$ cat src/rtl/bfa_pkg.sv
// Package for the bitmap first-fit allocator.
// Pool geometry, command and status codes, memory port structs.
// No dependencies.
package bfa_pkg;

  localparam int POOL_ENTRIES = 64;

  // Bitmap storage: one memory word holds WORD_BITS used bits.
  localparam int WORD_BITS = 16;
  localparam int BIT_W     = $clog2(WORD_BITS);
  localparam int NUM_WORDS = (POOL_ENTRIES + WORD_BITS - 1) / WORD_BITS;
  localparam int WADDR_W   = (NUM_WORDS > 1) ? $clog2(NUM_WORDS) : 1;
  localparam int IDX_W     = WADDR_W + BIT_W;

  // Field widths.
  localparam int CMD_W     = 2;
  localparam int ENTRY_W   = 8;
  localparam int RESULT_W  = 6;
  localparam int STATUS_W  = 2;
  localparam int RANGE_W   = ($clog2(POOL_ENTRIES + 1) > ENTRY_W) ?
                             $clog2(POOL_ENTRIES + 1) : ENTRY_W;
  localparam logic [RANGE_W-1:0] POOL_LIMIT = RANGE_W'(POOL_ENTRIES);

  // Valid entry bits of the last word; the other words are fully populated.
  localparam int LAST_REM = POOL_ENTRIES % WORD_BITS;
  localparam logic [WORD_BITS-1:0] LAST_MASK =
    (LAST_REM == 0) ? {WORD_BITS{1'b1}} : WORD_BITS'((1 << LAST_REM) - 1);
  localparam logic [WADDR_W-1:0] LAST_WORD = WADDR_W'(NUM_WORDS - 1);

  // Command codes.
  localparam logic [CMD_W-1:0] CMD_QUERY = 2'd0;
  localparam logic [CMD_W-1:0] CMD_FREE  = 2'd1;
  localparam logic [CMD_W-1:0] CMD_ALLOC = 2'd2;

  // Status codes.
  localparam logic [STATUS_W-1:0] ST_OK    = 2'd0;
  localparam logic [STATUS_W-1:0] ST_RANGE = 2'd1;
  localparam logic [STATUS_W-1:0] ST_FULL  = 2'd2;

  typedef struct packed {
    logic               en;
    logic [WADDR_W-1:0] addr;
  } mem_rd_t;

  typedef struct packed {
    logic                 en;
    logic [WADDR_W-1:0]   addr;
    logic [WORD_BITS-1:0] data;
  } mem_wr_t;

endpackage

$ cat src/rtl/bitmap_first_fit_allocator_unit.sv
// Bitmap first-fit allocator. One used bit per pool entry, held in a 16-bit-wide
// word memory with registered read data; all entries are free after reset.
// One transaction is handled at a time: a query or free passes through accept,
// read, check/write back and output; an out-of-range or unused command goes from
// accept straight to output; an allocate repeats read and check for each bitmap
// word scanned, up to all 4 words of the 64-entry pool, before output; the
// word-by-word read of the bitmap memory sets the allocate time.
// Depends on bfa_pkg, bfa_bitmap_mem, bfa_find_free.
module bitmap_first_fit_allocator_unit (
  input  logic        clk,
  input  logic        rst_n,
  input  logic        in_tvalid,
  output logic        in_tready,
  input  logic [15:0] in_tdata,   // [1:0] cmd, [9:2] entry_index, [15:10] zero
  output logic        out_tvalid,
  input  logic        out_tready,
  output logic [15:0] out_tdata   // [5:0] result_index, [6] is_used, [8:7] status
);

  typedef enum logic [1:0] {S_IDLE, S_RD, S_CHK, S_OUT} state_t;

  state_t                          state_r, state_nxt;
  logic [bfa_pkg::CMD_W-1:0]       cmd_r, cmd_nxt;
  logic [bfa_pkg::ENTRY_W-1:0]     ent_r, ent_nxt;
  logic [bfa_pkg::WADDR_W-1:0]     word_r, word_nxt;
  logic [bfa_pkg::RESULT_W-1:0]    res_idx_r, res_idx_nxt;
  logic                            res_used_r, res_used_nxt;
  logic [bfa_pkg::STATUS_W-1:0]    res_status_r, res_status_nxt;

  logic [bfa_pkg::CMD_W-1:0]       in_cmd;
  logic [bfa_pkg::ENTRY_W-1:0]     in_ent;
  logic                            in_oor;

  bfa_pkg::mem_rd_t                mem_rd;
  bfa_pkg::mem_wr_t                mem_wr;
  logic [bfa_pkg::WORD_BITS-1:0]   rd_data;
  logic [bfa_pkg::WORD_BITS-1:0]   scan_word;
  logic                            ff_found;
  logic [bfa_pkg::WORD_BITS-1:0]   ff_onehot;
  logic [bfa_pkg::BIT_W-1:0]       ff_pos;
  logic [bfa_pkg::BIT_W-1:0]       bit_sel;

  assign in_cmd  = in_tdata[1:0];
  assign in_ent  = in_tdata[9:2];
  assign in_oor  = bfa_pkg::RANGE_W'(in_ent) >= bfa_pkg::POOL_LIMIT;
  assign bit_sel = ent_r[bfa_pkg::BIT_W-1:0];

  // entries past the pool end in the last word look used to the search
  assign scan_word = (word_r == bfa_pkg::LAST_WORD) ? (rd_data | ~bfa_pkg::LAST_MASK)
                                                    : rd_data;

  bfa_bitmap_mem u_mem (
    .clk     (clk),
    .rst_n   (rst_n),
    .rd      (mem_rd),
    .wr      (mem_wr),
    .rd_data (rd_data)
  );

  bfa_find_free u_find (
    .word   (scan_word),
    .found  (ff_found),
    .onehot (ff_onehot),
    .pos    (ff_pos)
  );

  always_comb begin
    state_nxt      = state_r;
    cmd_nxt        = cmd_r;
    ent_nxt        = ent_r;
    word_nxt       = word_r;
    res_idx_nxt    = res_idx_r;
    res_used_nxt   = res_used_r;
    res_status_nxt = res_status_r;
    mem_rd         = '0;
    mem_wr         = '0;

    unique case (state_r)
      S_IDLE: begin
        if (in_tvalid) begin
          cmd_nxt        = in_cmd;
          ent_nxt        = in_ent;
          word_nxt       = (in_cmd == bfa_pkg::CMD_ALLOC) ? '0 :
                           bfa_pkg::WADDR_W'(in_ent >> bfa_pkg::BIT_W);
          res_idx_nxt    = '0;
          res_used_nxt   = 1'b0;
          res_status_nxt = bfa_pkg::ST_OK;
          if ((in_cmd == bfa_pkg::CMD_QUERY || in_cmd == bfa_pkg::CMD_FREE) && in_oor) begin
            res_status_nxt = bfa_pkg::ST_RANGE;
            state_nxt      = S_OUT;
          end else if (in_cmd == bfa_pkg::CMD_QUERY || in_cmd == bfa_pkg::CMD_FREE ||
                       in_cmd == bfa_pkg::CMD_ALLOC) begin
            state_nxt = S_RD;
          end else begin
            state_nxt = S_OUT;
          end
        end
      end

      S_RD: begin
        mem_rd.en   = 1'b1;
        mem_rd.addr = word_r;
        state_nxt   = S_CHK;
      end

      S_CHK: begin
        state_nxt = S_OUT;
        priority case (cmd_r)
          bfa_pkg::CMD_QUERY: begin
            res_used_nxt = rd_data[bit_sel];
          end
          bfa_pkg::CMD_FREE: begin
            mem_wr.en   = 1'b1;
            mem_wr.addr = word_r;
            mem_wr.data = rd_data & ~(bfa_pkg::WORD_BITS'(1) << bit_sel);
          end
          bfa_pkg::CMD_ALLOC: begin
            if (ff_found) begin
              mem_wr.en    = 1'b1;
              mem_wr.addr  = word_r;
              mem_wr.data  = rd_data | ff_onehot;
              res_idx_nxt  = bfa_pkg::RESULT_W'({word_r, ff_pos});
              res_used_nxt = 1'b1;
            end else if (word_r == bfa_pkg::LAST_WORD) begin
              res_status_nxt = bfa_pkg::ST_FULL;
            end else begin
              word_nxt  = bfa_pkg::WADDR_W'(word_r + 1'b1);
              state_nxt = S_RD;
            end
          end
          default: begin
          end
        endcase
      end

      S_OUT: begin
        if (out_tready) begin
          state_nxt = S_IDLE;
        end
      end
    endcase
  end

  always_ff @(posedge clk) begin
    if (!rst_n) begin
      state_r <= S_IDLE;
    end else begin
      state_r <= state_nxt;
    end
    cmd_r        <= cmd_nxt;
    ent_r        <= ent_nxt;
    word_r       <= word_nxt;
    res_idx_r    <= res_idx_nxt;
    res_used_r   <= res_used_nxt;
    res_status_r <= res_status_nxt;
  end

  assign in_tready  = (state_r == S_IDLE);
  assign out_tvalid = (state_r == S_OUT);
  assign out_tdata  = {7'd0, res_status_r, res_used_r, res_idx_r};

  // one transaction in flight: never accepting while a result is shown
  a_one_in_flight: assert property (@(posedge clk) disable iff (!rst_n)
    !(in_tready && out_tvalid))
    else $error("input accepted while result pending");

  a_full_fields: assert property (@(posedge clk) disable iff (!rst_n)
    (out_tvalid && res_status_r == bfa_pkg::ST_FULL) |-> (!res_used_r && res_idx_r == '0))
    else $error("pool-full result carries a grant");

  a_write_cmd: assert property (@(posedge clk) disable iff (!rst_n)
    mem_wr.en |-> (cmd_r == bfa_pkg::CMD_FREE || cmd_r == bfa_pkg::CMD_ALLOC))
    else $error("bitmap written by a query");

  a_read_then_check: assert property (@(posedge clk) disable iff (!rst_n)
    mem_rd.en |=> (state_r == S_CHK))
    else $error("read data not consumed");

endmodule

$ cat src/rtl/bfa_bitmap_mem.sv
// Bitmap word memory: one write port, one read port, registered read data.
// Per-word valid flops make unwritten words read as all free after reset.
// Depends on bfa_pkg.
module bfa_bitmap_mem (
  input  logic                          clk,
  input  logic                          rst_n,
  input  bfa_pkg::mem_rd_t              rd,
  input  bfa_pkg::mem_wr_t              wr,
  output logic [bfa_pkg::WORD_BITS-1:0] rd_data
);

  logic [bfa_pkg::WORD_BITS-1:0] mem [bfa_pkg::NUM_WORDS];
  logic [bfa_pkg::NUM_WORDS-1:0] valid_r;
  logic [bfa_pkg::WORD_BITS-1:0] rd_data_r;
  logic                          rd_vld_r;

  always_ff @(posedge clk) begin
    if (wr.en) begin
      mem[wr.addr] <= wr.data;
    end
    if (rd.en) begin
      rd_data_r <= mem[rd.addr];
    end
  end

  always_ff @(posedge clk) begin
    if (!rst_n) begin
      valid_r  <= '0;
      rd_vld_r <= 1'b0;
    end else begin
      if (wr.en) begin
        valid_r[wr.addr] <= 1'b1;
      end
      if (rd.en) begin
        rd_vld_r <= valid_r[rd.addr];
      end
    end
  end

  assign rd_data = rd_vld_r ? rd_data_r : '0;

endmodule

$ cat src/rtl/bfa_find_free.sv
// Lowest-zero finder over one bitmap word.
// Returns a one-hot of the lowest free bit and its encoded position.
// Depends on bfa_pkg.
module bfa_find_free (
  input  logic [bfa_pkg::WORD_BITS-1:0] word,
  output logic                          found,
  output logic [bfa_pkg::WORD_BITS-1:0] onehot,
  output logic [bfa_pkg::BIT_W-1:0]     pos
);

  // ~w & (w+1) isolates the lowest zero bit
  assign onehot = ~word & (word + 1'b1);
  assign found  = |(~word);

  always_comb begin
    pos = '0;
    for (int k = 0; k < bfa_pkg::BIT_W; k++) begin
      for (int i = 0; i < bfa_pkg::WORD_BITS; i++) begin
        if (((i >> k) & 1) == 1) begin
          pos[k] = pos[k] | onehot[i];
        end
      end
    end
  end

endmodule
$ cat config.mk
export PLATFORM = sky130hd
export DESIGN_NAME = bitmap_first_fit_allocator_unit
export DESIGN_NICKNAME = d
export VERILOG_FILES = /design/src/rtl/bfa_pkg.sv /design/src/rtl/bitmap_first_fit_allocator_unit.sv /design/src/rtl/bfa_bitmap_mem.sv /design/src/rtl/bfa_find_free.sv
export SDC_FILE = /design/constraint.sdc
export NUM_CORES = 1
export LEC_CHECK = 0
export BUFFER_PORTS_ARGS = -buffer_cell sky130_fd_sc_hd__buf_2
export CAP_MARGIN = 10
export CORE_MARGIN = 2
export CORE_UTILIZATION = 61
export CTS_BUF_LIST = sky130_fd_sc_hd__clkbuf_4 sky130_fd_sc_hd__clkbuf_8
export DETAILED_ROUTE_END_ITERATION = 8
export HOLD_SLACK_MARGIN = 0.12
export PLACE_DENSITY = 0.81
export SYNTH_ARGS = -nofsm -noshare
export SYNTH_HDL_FRONTEND = slang
export SYNTH_HIERARCHICAL = 1
export SYNTH_SLANG_ARGS = --single-unit
$ cat constraint.sdc
create_clock -name clk -period 10 [get_ports clk]
set_clock_uncertainty 0.15 [all_clocks]
set_input_delay 1 -clock clk [delete_from_list [all_inputs] [get_ports clk]]
set_output_delay 1 -clock clk [all_outputs]
set_load 0.005 [all_outputs]
==> flow_summary.yaml <==
synthesis:
  synth-seq-cells: 104
  synth_edf_count: 97
  synth_top_cells_by_count: "edfxtp_1 (97), a21oi_1 (40), and2_1 (32), nor3_1 (20), nand2_1 (19)"
  synth.distinct_cells: 49
  yosys.area.top_type: "edfxtp_1"
  yosysTopAreaCellShare: 0.586
  synth_area_leaders: "edfxtp_1 (59%), mux4_1 (4.8%), mux4_2 (4.1%)"
  async_reset_ff_frac: 0
  yosys.cell_count.top_type: "edfxtp_1"
  seq_area_frac_synth: 0.614
  syn_inst: 368
  avgSynthCellArea_um2: 13.5
  synth_flop_cell: "edfxtp_1"
  yosysWarnings: 6
  synth.cell_area_um2: 4970
setup_path:
  critPathKind: "flip-flop to flip-flop"
  crit_path_max_fanout: 35
  cp_common_cell: "and2_1"
  critPathSlowestCell: "nor3b_2"
  cp_slowest_stage_delay_ns: 0.84
  endpoint_kind: "flip-flop"
  crit_arrival_ns: 4.66
  start_kind: "flip-flop"
  path_buf_inv: 1
  crit_family: "simple AND/OR/NAND/NOR gates"
  worstPathCellList: "and2_1, nand4_1, or2_1, nor3_1, nand2_1, and2_1, nor2_1, nor2_1, and2_1, nor3b_2, buf_4"
  crit_required_ns: 9.92
route:
  drt_pass1_iterations: 5
  num_vias: 3053
  routedWlPerCell_um: 19.4
  antenna_left: 0
  via_per_inst: 6.22
  drtIter0Drc: 320
  wl_mm: 9.50
  drcViolationCount: 0
timing:
  setup_viol: 0
  fin_crit_sh: 0.474
  slew_headroom: 0.223
  drv_slew: 0
  worst_slew_pin_slew_ns: 1.17
  hold_viol: 0
  grt_setup_unrepaired: "no"
  max_freq_mhz: 211
  finalSetupTns_ns: 0
  fin_crit_ns: 4.74
clock_network:
  clock_sink_count: 104
  clk_pin_slew_worst_paths_ns: 0.09
  htreeDepth: 3
  cts_hold_buffers: 0
  cts-root-buf: "clkbuf_8"
  cts_buffer_depth: 2
  cts_buffers: 9
  cts_setup_buffers: 0
  cts_tree: "yes"
  cts.repair.resized: 0
  clk_latency_ns: 0.37
global_routing:
  grt_pass1_wl_mm: 15.3
  antenna_found_initial: 0
  grt_pass1_vias: 2820
  gr-usage-all-layers: 0.238
  gr-total-overflow: 0
  grt_max_degree: 36
layout:
  diodes: 0
  drive_gt1_frac: 0.147
  area_growth_syn_to_layout_pct: 6.77
  fin_util: 0.680
  num-fill-cells: 558
  final_nets: 408
floorplanning:
  rows: 32
  start_util: 0.637
  die-area_um2: 8880
  die_h_um: 94.3
  boundaryPins: 38
  die_w_um: 94.3
  core_area_um2: 7810
pwr:
  pwr_density_cell_nw_per_um2: 159
  cellLeakagePower_nw: 1.68
  vdd_drop_max_mv: 0.123
place:
  hpwl_mm: 6.20
  io_buffers: 24
  place.gp.congestion: 0.888
status:
  status: "finished clean"
job:
  cap_violations: 0
hold_path:
  hold_path_class: "flip-flop to flip-flop"
-- registers in the layout, indices dropped and copies added (netlist names) --
register         cells
cmd_r                2
ent_r                4
res_idx_r            6
res_status_r         2
res_used_r           1
state_r              2
u_mem/mem           64
u_mem/rd_data_r     16
u_mem/rd_vld_r       1
u_mem/valid_r        4
word_r               2
-- metrics by stage --
step / power, mW / instances / area, µm² / hold WS [ns] / setup slack (ns)
6_report: 0.844 / 491 / 5310 / 0.321 / 5.26
3_3_place_gp: 0.561 / 475 / 5080 / 0.297 / 5.45
3_5_place_dp: 0.563 / 475 / 5080 / 0.303 / 5.37
4_1_cts: 0.849 / 491 / 5310 / 0.326 / 5.30
5_1_grt: 0.875 / 491 / 5310 / 0.344 / 4.99
2_1_floorplan: 0.549 / 374 / 4990 / 0.290 / 5.91
-- final timing paths --
path | end | slack [ns] | startpoint | cells after the start
max | u_mem/mem[0][15] | 5.26 | u_mem/rd_vld_r | 11
min | u_mem/valid_r[3] | 0.32 | u_mem/valid_r[3] | 1
max reg2reg | u_mem/mem[0][15] | 5.26 | u_mem/rd_vld_r | 11
min reg2reg | u_mem/valid_r[3] | 0.32 | u_mem/valid_r[3] | 1
-- cell type report --
type / count / area [µm²] / area share
sequential: 104 / 3050 / 0.575
multi-input combinational: 233 / 1730 / 0.325
clock buffer: 12 / 146 / 0.0276
timing repair buffer: 27 / 143 / 0.0269
tap: 102 / 128 / 0.0241
clock inverter: 4 / 77.6 / 0.0146
inverter: 9 / 33.8 / 0.00637
-- layout by cell type (no fill, tap or decap), types with 2 or more instances in the layout --
master / count
o21a_1: 4
nand4_1: 5
and2_1: 32
buf_2: 24
inv_1: 9
nor3_1: 20
nor2b_1: 10
mux4_2: 9
nand3_1: 9
ha_1: 4
nand2_1: 19
buf_4: 3
nand3b_1: 2
or4_1: 2
nor2_1: 18
mux4_1: 9
dfxtp_1: 7
edfxtp_1: 97
a21oi_1: 40
and3b_1: 2
mux2i_1: 6
clkbuf_8: 9
bufinv_16: 2
nand2b_1: 4
o21ai_0: 5
clkbuf_4: 3
conb_1: 7
a31oi_1: 3
a22o_1: 2
-- metal layers --
layer	GRT usage	vias up	routed length (µm)
li1	-	1418	-
met1	0.334	1514	4290
met2	0.370	104	4510
met3	0.0401	17	463
met4	0.104	0	237
met5	0	-	0
-- power breakdown --
group          leakage (nW)  switching [mW]  internal [mW]
clock network         0.115           0.139          0.151
registers             0.854         0.00883          0.487
logic                 0.711          0.0343         0.0235
-- logic make-up after synthesis --
family	Yosys count	share of synthesized area
and+or+nand+nor	137	0.159
adders and majority gates	4	0.0101
other	1	0.000755
buffers and inverters	37	0.0441
muxes	24	0.100
DFF	104	0.614
AOI/OAI and AO/OA	61	0.0713
Note: power is estimated with default switching activity, not from simulation.
